--- config.mk ---
export PLATFORM = sky130hd
export DESIGN_NAME = lru_page_replacement_core
export DESIGN_NICKNAME = d
export VERILOG_FILES = /design/src/rtl/lrupr_pkg.sv /design/src/rtl/lrupr_frames.sv /design/src/rtl/lru_page_replacement_core.sv
export SDC_FILE = /design/constraint.sdc
export NUM_CORES = 1
export LEC_CHECK = 0
export ABC_AREA = 1
export BUFFER_PORTS_ARGS = -buffer_cell sky130_fd_sc_hd__buf_4
export CORE_MARGIN = 10
export CORE_UTILIZATION = 60
export CTS_BUF_LIST = sky130_fd_sc_hd__clkbuf_16
export CTS_CLUSTER_SIZE = 28
export DETAILED_ROUTE_END_ITERATION = 10
export HOLD_SLACK_MARGIN = 0.15
export MAX_ROUTING_LAYER = met4
export PLACE_DENSITY_LB_ADDON = 0.3
export RECOVER_POWER = 25
export SLEW_MARGIN = 40
export SYNTH_ARGS = -nofsm -noshare
export SYNTH_HDL_FRONTEND = slang
export SYNTH_SLANG_ARGS = --single-unit
--- constraint.sdc ---
create_clock -name i_clk -period 6.7 [get_ports i_clk]
set_input_delay 0.335 -clock i_clk [delete_from_list [all_inputs] [get_ports i_clk]]
set_output_delay 0.335 -clock i_clk [all_outputs]
set_load 0.01 [all_outputs]
--- src/rtl/lrupr_pkg.sv ---
// ----------------------------------------------------------------------------
// lrupr_pkg
// Shared constants and payload types for the LRU page replacement core.
// ----------------------------------------------------------------------------
package lrupr_pkg;

    localparam int NUM_FRAMES = 4;
    localparam int PAGE_BITS  = 16;
    localparam int IDX_W      = $clog2(NUM_FRAMES);
    localparam int RANK_W     = $clog2(NUM_FRAMES);
    localparam int FILL_W     = $clog2(NUM_FRAMES + 1);
    localparam int CFG_W      = 3;
    localparam int CNT_W      = 32;

    localparam logic [CFG_W-1:0] FRAMES_USED_RESET = CFG_W'(2);

    typedef struct packed {
        logic [PAGE_BITS-1:0] page_number;
        logic                 start_req;
    } t_in_item;

    typedef struct packed {
        logic                 hit;
        logic [IDX_W-1:0]     frame_index;
        logic                 evicted_valid;
        logic [PAGE_BITS-1:0] evicted_page;
        logic [CNT_W-1:0]     miss_count;
    } t_out_item;

    // Request from the control stage to the frame table
    typedef struct packed {
        logic                 step;
        logic                 start;
        logic [PAGE_BITS-1:0] page;
        logic [FILL_W-1:0]    limit;
    } t_frame_req;

    // Lookup outcome for the item held in the input register
    typedef struct packed {
        logic                 hit;
        logic [IDX_W-1:0]     frame_index;
        logic                 evicted_valid;
        logic [PAGE_BITS-1:0] evicted_page;
    } t_frame_res;

endpackage

--- src/rtl/lrupr_frames.sv ---
// ----------------------------------------------------------------------------
// lrupr_frames
// Frame table: page numbers, recency ranks and fill count, with a parallel
// lookup and a registered rank update when the item steps.
// ----------------------------------------------------------------------------
module lrupr_frames (
    input  logic                i_clk,
    input  logic                i_rst_n,
    input  lrupr_pkg::t_frame_req i_req,
    output lrupr_pkg::t_frame_res o_res
);
    import lrupr_pkg::*;

    logic [PAGE_BITS-1:0] r_page [NUM_FRAMES];
    logic [RANK_W-1:0]    r_rank [NUM_FRAMES];
    logic [FILL_W-1:0]    r_fill;

    logic [RANK_W-1:0]    n_rank [NUM_FRAMES];
    logic [FILL_W-1:0]    n_fill;

    logic [FILL_W-1:0]    fill_eff;
    logic [RANK_W-1:0]    rank_eff [NUM_FRAMES];
    logic [NUM_FRAMES-1:0] occ;
    logic [NUM_FRAMES-1:0] occ_new;
    logic                 hit;
    logic [IDX_W-1:0]     hit_idx;
    logic [IDX_W-1:0]     best_idx;
    logic                 do_fill;
    logic [IDX_W-1:0]     sel_idx;

    // A start request empties the table ahead of this reference
    always_comb begin
        fill_eff = i_req.start ? '0 : r_fill;
        for (int i = 0; i < NUM_FRAMES; i++) begin
            rank_eff[i] = i_req.start ? '0 : r_rank[i];
            occ[i]      = FILL_W'(i) < fill_eff;
        end
    end

    // First occupied frame holding the page
    always_comb begin
        hit     = 1'b0;
        hit_idx = '0;
        for (int i = NUM_FRAMES - 1; i >= 0; i--) begin
            if (occ[i] && (r_page[i] == i_req.page)) begin
                hit     = 1'b1;
                hit_idx = IDX_W'(i);
            end
        end
    end

    // Least recently used occupied frame; lowest index wins a tie
    always_comb begin
        best_idx = '0;
        for (int i = 1; i < NUM_FRAMES; i++) begin
            if (occ[i] && (rank_eff[i] > rank_eff[best_idx])) begin
                best_idx = IDX_W'(i);
            end
        end
    end

    always_comb begin
        do_fill = !hit && (fill_eff < i_req.limit);
        if (hit) begin
            sel_idx = hit_idx;
        end else if (do_fill) begin
            sel_idx = fill_eff[IDX_W-1:0];
        end else begin
            sel_idx = best_idx;
        end
        n_fill = do_fill ? fill_eff + FILL_W'(1) : fill_eff;

        for (int i = 0; i < NUM_FRAMES; i++) begin
            occ_new[i] = FILL_W'(i) < n_fill;
            n_rank[i]  = rank_eff[i];
            if (hit) begin
                if (occ[i] && (rank_eff[i] < rank_eff[hit_idx])) begin
                    n_rank[i] = rank_eff[i] + RANK_W'(1);
                end
            end else if (occ_new[i]) begin
                n_rank[i] = rank_eff[i] + RANK_W'(1);
            end
            if (IDX_W'(i) == sel_idx) begin
                n_rank[i] = '0;
            end
        end
    end

    always_comb begin
        o_res.hit           = hit;
        o_res.frame_index   = sel_idx;
        o_res.evicted_valid = !hit && !do_fill;
        o_res.evicted_page  = (!hit && !do_fill) ? r_page[best_idx] : '0;
    end

    always_ff @(posedge i_clk) begin
        if (!i_rst_n) begin
            r_fill <= '0;
            for (int i = 0; i < NUM_FRAMES; i++) begin
                r_rank[i] <= '0;
            end
        end else if (i_req.step) begin
            r_fill <= n_fill;
            for (int i = 0; i < NUM_FRAMES; i++) begin
                r_rank[i] <= n_rank[i];
            end
        end
    end

    // Page store has no reset: only occupied frames are ever compared or read
    always_ff @(posedge i_clk) begin
        if (i_req.step && !hit) begin
            r_page[sel_idx] <= i_req.page;
        end
    end

endmodule

--- src/rtl/lru_page_replacement_core.sv ---
// ----------------------------------------------------------------------------
// lru_page_replacement_core
// LRU page replacement over a small frame set, one page reference per item.
// ----------------------------------------------------------------------------
// Usage:
//   Input channel (i_in_valid / o_in_stall / i_in_item) carries a page
//   number and a start flag that empties the frames and miss count first.
//   Output channel (o_out_valid / i_out_stall / o_out_item) returns one
//   result per reference: hit flag, frame used, evicted page and the
//   saturating miss count after that reference.
//   Config channel (i_cfg_valid / o_cfg_ready / i_cfg_data) writes
//   frames_used; write only while no item is in flight.
//   The path from input accept to result valid is an input
//   register, then the lookup and rank update into the result register.
//   Throughput is one item per cycle while the output does not stall,
//   set by the parallel compare and rank update over the frame table.
//   Reset empties all frames, clears the miss count and sets frames_used
//   to 2. A stall on the output holds the result register and, once the
//   input register is also full, raises o_in_stall.
// ----------------------------------------------------------------------------
module lru_page_replacement_core (
    input  logic                    i_clk,
    input  logic                    i_rst_n,
    input  logic                    i_in_valid,
    output logic                    o_in_stall,
    input  lrupr_pkg::t_in_item     i_in_item,
    output logic                    o_out_valid,
    input  logic                    i_out_stall,
    output lrupr_pkg::t_out_item    o_out_item,
    input  logic                    i_cfg_valid,
    output logic                    o_cfg_ready,
    input  logic [lrupr_pkg::CFG_W-1:0] i_cfg_data
);
    import lrupr_pkg::*;

    logic [CFG_W-1:0] r_frames_used;
    logic             r_in_valid;
    t_in_item         r_in;
    logic             r_out_valid;
    t_out_item        r_out;
    logic [CNT_W-1:0] r_misses;
    logic [CNT_W-1:0] n_misses;

    logic             advance;
    logic             step;
    logic [FILL_W-1:0] limit;
    t_frame_req       frame_req;
    t_frame_res       frame_res;

    assign advance     = !r_out_valid || !i_out_stall;
    assign step        = r_in_valid && advance;
    assign o_in_stall  = r_in_valid && !advance;
    assign o_cfg_ready = 1'b1;
    assign o_out_valid = r_out_valid;
    assign o_out_item  = r_out;

    // Clamp frames_used into 1 .. NUM_FRAMES
    always_comb begin
        if (r_frames_used == '0) begin
            limit = FILL_W'(1);
        end else if (FILL_W'(r_frames_used) > FILL_W'(NUM_FRAMES)) begin
            limit = FILL_W'(NUM_FRAMES);
        end else begin
            limit = FILL_W'(r_frames_used);
        end
    end

    always_comb begin
        frame_req.step  = step;
        frame_req.start = r_in.start_req;
        frame_req.page  = r_in.page_number;
        frame_req.limit = limit;
    end

    lrupr_frames u_frames (
        .i_clk   (i_clk),
        .i_rst_n (i_rst_n),
        .i_req   (frame_req),
        .o_res   (frame_res)
    );

    // Saturating miss count, cleared by a start request
    always_comb begin
        n_misses = r_in.start_req ? '0 : r_misses;
        if (!frame_res.hit && (n_misses != '1)) begin
            n_misses = n_misses + CNT_W'(1);
        end
    end

    always_ff @(posedge i_clk) begin
        if (!i_rst_n) begin
            r_frames_used <= FRAMES_USED_RESET;
            r_in_valid    <= 1'b0;
            r_out_valid   <= 1'b0;
            r_misses      <= '0;
        end else begin
            if (i_cfg_valid) begin
                r_frames_used <= i_cfg_data;
            end
            if (!o_in_stall) begin
                r_in_valid <= i_in_valid;
            end
            if (advance) begin
                r_out_valid <= r_in_valid;
            end
            if (step) begin
                r_misses <= n_misses;
            end
        end
    end

    always_ff @(posedge i_clk) begin
        if (!o_in_stall && i_in_valid) begin
            r_in <= i_in_item;
        end
        if (step) begin
            r_out.hit           <= frame_res.hit;
            r_out.frame_index   <= frame_res.frame_index;
            r_out.evicted_valid <= frame_res.evicted_valid;
            r_out.evicted_page  <= frame_res.evicted_page;
            r_out.miss_count    <= n_misses;
        end
    end

endmodule

Word level (Yosys, flattened, before mapping)
Memories as Yosys holds them, arrays and structs flattened. A register that Yosys moved wholly into a read port is not among the register bits.
Index checks and enable logic that the tools add are counted.
{"block": "totals", "elab_cells": 140, "input_bits": 25, "ff_bits": 93, "mem_count": 2, "ram_bits": 72, "output_inout_bits": 55}
{"block": "op_classes", "bitwise_logic": 7, "magnitude_cmp": 20, "n_eq_ne": 8, "addsub": 6, "muxes": 58, "n_reduce_logical": 28}
{"memory": "u_frames.r_page", "words": 4, "word_bits": 16, "read_ports": 5, "rd_clocked_by_memory_dff": 1, "wr": 1, "line_no": "lrupr_frames.sv:14", "source": "logic [PAGE_BITS-1:0] r_page [NUM_FRAMES];"}
{"memory": "u_frames.r_rank", "words": 4, "word_bits": 2, "read_ports": 4, "rd_clocked_by_memory_dff": 0, "wr": 4, "line_no": "lrupr_frames.sv:15", "source": "logic [RANK_W-1:0] r_rank [NUM_FRAMES];"}
{"operator": "2-to-1 mux 2 bit", "n": 38}
{"operator": "equality test 16 bit", "n": 4}
{"operator": "2-to-1 mux 32 bit", "n": 2}
{"operator": "adder 32 x 1 -> 32 bit (second input constant)", "n": 1}
{"operator": "!= test 32 bit (second input constant)", "n": 1}
{"operator": "logical AND 1 bit", "n": 18}
{"operator": "binary-select mux 2 bit (select 2 bit)", "n": 3}
{"operator": "less-than comparator 1 x 3 -> 1 bit (first input constant)", "n": 4}
{"operator": "less-than comparator 2 x 3 -> 1 bit (first input constant)", "n": 4}
{"operator": "2-to-1 mux 3 bit", "n": 4}
{"operator": "2-to-1 mux 1 bit", "n": 11}
{"operator": ">= comparator 3 bit (second input constant)", "n": 3}
{"operator": "adder 2 x 1 -> 2 bit (second input constant)", "n": 4}
{"operator": "less-than comparator 2 bit", "n": 4}
{"operator": "zero test 1 bit", "n": 7}
{"operator": "> comparator 2 bit", "n": 3}
{"operator": "NOT 2 -> 3 bit", "n": 2}
{"operator": "equality test 2 bit (first input constant)", "n": 2}
{"operator": "bitwise OR 1 bit", "n": 4}
{"operator": "adder 3 x 1 -> 3 bit (second input constant)", "n": 1}
{"operator": "> comparator 3 bit (second input constant)", "n": 1}
{"operator": "zero test 3 bit", "n": 1}
{"operator": "less-than comparator 3 bit", "n": 1}
{"operator": "NOT 1 -> 3 bit", "n": 1}
{"operator": "3 further kinds", "n": 3}

Logic depth before layout (Yosys ltp)
An unclocked memory read counts as a cell.
{"block": "depth", "ltp_word": 24, "mapped_depth": 27, "depth_no_buf": 27}

Modules after synthesis
A second synthesis with hierarchy kept.
{"block": "unflattened", "cells_unflattened": 1367, "area_unflattened_um2": 10685.2}
{"module": "lrupr_frames", "n_inst": 1, "area_per_inst_um2": 5529.1, "seq_area_each_um2": 2222.1, "cells_each": 783}
{"module": "lru_page_replacement_core", "n_inst": 1, "area_per_inst_um2": 5156.2, "seq_area_each_um2": 2812.7, "cells_each": 584}

Worst setup path after synthesis
No wires, ideal clock.
{"block": "synth_path", "path_type": "input to register", "startpoint": "in i_out_stall", "endpoint": "mem u_frames.r_page[3][0] (enable)", "cell_stages": 3, "setup_slack_ps": 1560, "setup_time_ps": 409, "t_arrival_ps": 4730, "t_required_ps": 6291, "path_buffers": 0, "path_cell_list": "a21oi_1 nand2_1 nor3_1"}
{"block": "synth_between", "elab_chain_len": 6}
{"item": "start, declared", "line_no": "lru_page_replacement_core.sv:28", "source": "input logic i_out_stall,"}
{"item": "zero test 1 bit", "line_no": "lru_page_replacement_core.sv:50", "source": "assign advance = !r_out_valid || !i_out_stall;"}
{"item": "logical OR 1 bit", "line_no": "lru_page_replacement_core.sv:50"}
{"item": "logical AND 1 bit", "line_no": "lru_page_replacement_core.sv:51", "source": "assign step = r_in_valid && advance;"}
{"item": "logical AND 1 bit", "line_no": "lrupr_frames.sv:112", "source": "if (i_req.step && !hit) begin"}
{"item": "2-to-1 mux 1 bit", "line_no": "lrupr_frames.sv:112"}
{"item": "2-to-1 mux 1 bit (implied by the code)", "line_no": "lrupr_frames.sv:113", "source": "r_page[sel_idx] <= i_req.page;"}
{"item": "end, declared", "line_no": "lrupr_frames.sv:14"}
No other way between the ends.

==> results.tsv <==
stage	metric	value	unit
yosys	synth-seq-area-share	0.5030	
yosys	synthesis.nets	1164	
clock_network	root_buffer	clkbuf_16	
clock_network	numCtsBuffers	17	
job	cap_violations	0	
sta	period_minus_slack	6.099	ns
yosys	synth_cell_type_count	61	
global_route	grt_pass1_wl	45190	microns
critical_path	cp.required	6.82	ns
critical_path	slowest_delay	0.55	ns
placed_design	portBuffers	78	
drt	wl_met3	1540	microns
sta	relSlewSlack	0.2892	
critical_path	cp-endpoint	u_frames.r_page[1][15]$_DFFE_PP_	
sta	finalHoldViolations	0	
hold_path	worstHoldPathType	in2reg	
cells_and_area	final_nets	1274	
global_route	grt_max_degree	32	
placed_design	hpwl	21530	microns
critical_path	crit_arrival	6.21	ns
floorplan	die_width	149.2	microns
clock_network	clk_path_buf_depth	2	
global_route	antenna_found_initial	0	
clock_network	clk_pin_slew	0.08	ns
sta	finalSetupViolCount	0	
sta	drv_slew	0	
floorplan	num_io_pins	80	
yosys	synth-edff-count	141	
cells_and_area	final_cell_mix	nand2_1, edfxtp_1, inv_1	
cells_and_area	layout_commonest_cell	nand2_1	
cells_and_area	fill_cells	1300	
drt	vias	8317	
sta	fmaxAchievable	164.0	MHz
drt	wl_per_cell	19.67	microns
floorplan	start_util	0.6079	
critical_path	timing.rr.end	u_frames.r_page[1][15]$_DFFE_PP_	
drt	firstDrtPassIters	7	
critical_path	critical_path.slowest_cell	edfxtp_1	
critical_path	worstSetupStartpoint	frame_req[19]$_DFFE_PP_	
critical_path	worstSetupPathDepth	27	
critical_path	critical_path.max_fanout	28	
clock_network	htree_num_levels	4	
sta	setup_ws	0.6012	ns
cells_and_area	antenna_cells	0	
critical_path	rrSetupSlack	0.60	ns
clock_network	cts.sinks	181	
floorplan	core-area	16470	sq um
drt	final_antenna_net_count	0	
sta	skew	0.01593	ns
critical_path	critPathTopFamily	buffers and inverters	
global_route	grt_use_total	0.2700	
yosys	synth_seq_cells	181	
floorplan	die_height	149.2	microns
sta	fin_setup_tns	0	ns
yosys	synth_top_flop_cell	edfxtp_1	
sta	worst_pin_slew	1.066	ns
power_and_ir_drop	peakVddDrop	0.1830	mV
drt	wl_met1	11270	microns
clock_network	tritoncts	yes	
yosys	syn_inst	1129	
global_route	grt_pass1_vias	8201	
cells_and_area	area_growth	16.04	%
yosys	netlist_area	10010	sq um
placed_design	place_ws	0.5141	ns
critical_path	r2r-start	frame_req[19]$_DFFE_PP_	
power_and_ir_drop	leakage	0.004659	uW
yosys	yosysWarnings	0	
floorplan	rows	47	
sta	rsz0062_at_grt	no	
drt	viasPerCell	5.654	
drt	dr_wl_met2	15090	microns
drt	wirelength	28930	microns
placed_design	place_congestion	0.9758	
cells_and_area	drive_gt1_frac	0.1735	
drt	first_iter_violations	752	
critical_path	critPathKind	reg2reg	
outcome	outcome	complete, no violations	
drt	remaining_drc_errors	0	
critical_path	cpMostUsedCell	nand2_1	
critical_path	critical_path_buf_inv_count	9	
critical_path	cp-start-kind	flip-flop	
critical_path	cp-end-kind	flip-flop	
sta	whs	0.1787	ns
yosys	async_flop_share	0	
clock_network	clkLatencyLatePin	0.44	ns
sta	period_share	0.9103	
cells_and_area	stdcell_area	11610	sq um
floorplan	dieArea	22250	sq um
power_and_ir_drop	power-per-cell-area	218.8	nW/um^2
yosys	syn_area_per_cell	8.866	sq um
critical_path	worstRegToRegCells	27	
drt	route.top_layer_used	met4	
placed_design	detailed_place.area	10860	sq um
global_route	grt_overflow_total	0	
cells in the mapped netlist (7+ instances only):
| cell type | instances | share of area |
|---|---|---|
| a21oi_1 | 40 | 0.020 |
| clkbuf_1 | 10 | 0.0038 |
| dfxtp_1 | 40 | 0.080 |
| edfxtp_1 | 141 | 0.42 |
| ha_1 | 10 | 0.013 |
| inv_1 | 137 | 0.051 |
| inv_2 | 7 | 0.0026 |
| nand2_1 | 251 | 0.094 |
| nand2_2 | 15 | 0.0094 |
| nand2_4 | 8 | 0.0090 |
| nand3_1 | 56 | 0.028 |
| nand4_1 | 22 | 0.014 |
| nor2_1 | 109 | 0.041 |
| nor2_2 | 13 | 0.0081 |
| nor2_4 | 10 | 0.011 |
| nor3_1 | 23 | 0.011 |
| nor4_1 | 10 | 0.0063 |
| o211ai_1 | 13 | 0.0097 |
| o21ai_0 | 58 | 0.029 |
| o21ai_1 | 8 | 0.0040 |
| o21bai_1 | 12 | 0.0090 |
| xnor2_1 | 21 | 0.018 |
| xor2_1 | 37 | 0.032 |
registers in the layout, indices dropped and copies added (netlist names):
signal / flops
r_misses: 32
r_in_valid: 1
frame_req: 17
o_out_item: 52
u_frames.r_fill: 3
o_out_valid: 1
u_frames.r_rank: 8
u_frames.r_page: 64
r_frames_used: 3
routing by layer:
layer	vias to the layer above	track usage
li1	3981	-
met1	3954	0.3012
met2	323	0.4762
met3	59	0.03853
met4	0	0.1094
met5	-	-
cells by family (layout without fill, tap and decap cells):
| logic type | after synthesis | count (layout) | share of synthesized area |
|---|---|---|---|
| AND/OR/NAND/NOR | 546 | 546 | 0.2636 |
| flip-flops | 181 | 181 | 0.5030 |
| buffers and inverters | 172 | 294 | 0.07000 |
| AO/OA/AOI/OAI | 157 | 157 | 0.09325 |
| XOR/XNOR | 62 | 62 | 0.05725 |
| adder cells (fa/ha/maj) | 10 | 10 | 0.01250 |
| other | 1 | 1 | 0.0003746 |
tightest hold or removal path, cell delays in order:
cell,delay (ns)
buf_4,0.08
a21oi_1,0.09
o21ai_0,0.08
report_power, final:
group	switching [uW]	leakage [uW]	internal [uW]	total, uW
clock network	469	0.000271	490	959
logic	197	0.00271	99.5	296
registers	30.9	0.00168	1250	1290
how the worst min path moves through the flow:
stage / start / to / slack [ns] / depth (start not counted)
3_3_place_gp: r_misses[31]$_SDFFE_PN0P_ / r_misses[31]$_SDFFE_PN0P_ / 0.47 / 2
4_1_cts: i_rst_n / r_frames_used[0]$_SDFFE_PN0P_ / 0.18 / 3
6_report: i_cfg_data[1] / r_frames_used[1]$_SDFFE_PN1P_ / 0.18 / 3
2_1_floorplan: i_in_item[8] / frame_req[10]$_DFFE_PP_ / 0.43 / 0
5_1_grt: i_cfg_data[1] / r_frames_used[1]$_SDFFE_PN1P_ / 0.19 / 3
3_5_place_dp: r_misses[22]$_SDFFE_PN0P_ / r_misses[22]$_SDFFE_PN0P_ / 0.47 / 1
repair_timing:
| action | in CTS | in global routing |
|---|---|---|
| hold endpoints to repair | 19 | 0 |
| setup endpoints to repair | 0 | 16 |
| hold buffers | 19 | 0 |
| gates resized for setup | 0 | 1 |
| setup buffers | 0 | 2 |
layout make-up:
type	count	area, sq um	share of cell area
multi-input cells	776	4284	0.3688
inverters	152	586.8	0.05052
well taps	220	275.3	0.02370
repair inverters	1	5.005	0.0004309
repair buffers	110	865.8	0.07454
flip-flops and latches	181	5035	0.4335
clock buffers	17	425.4	0.03663
clock inverters	14	137.6	0.01185
per-stage QoR:
step                      utilization  cells  total power [uW]
final                          0.7054   1471              2541
after floorplan                     -   1129              1485
after detailed placement       0.6593   1418              1593
after global placement         0.6593   1418              1588
after CTS                      0.7051   1468              2541
after global routing           0.7054   1471              2626
Note: power is estimated with default switching activity, not from simulation.
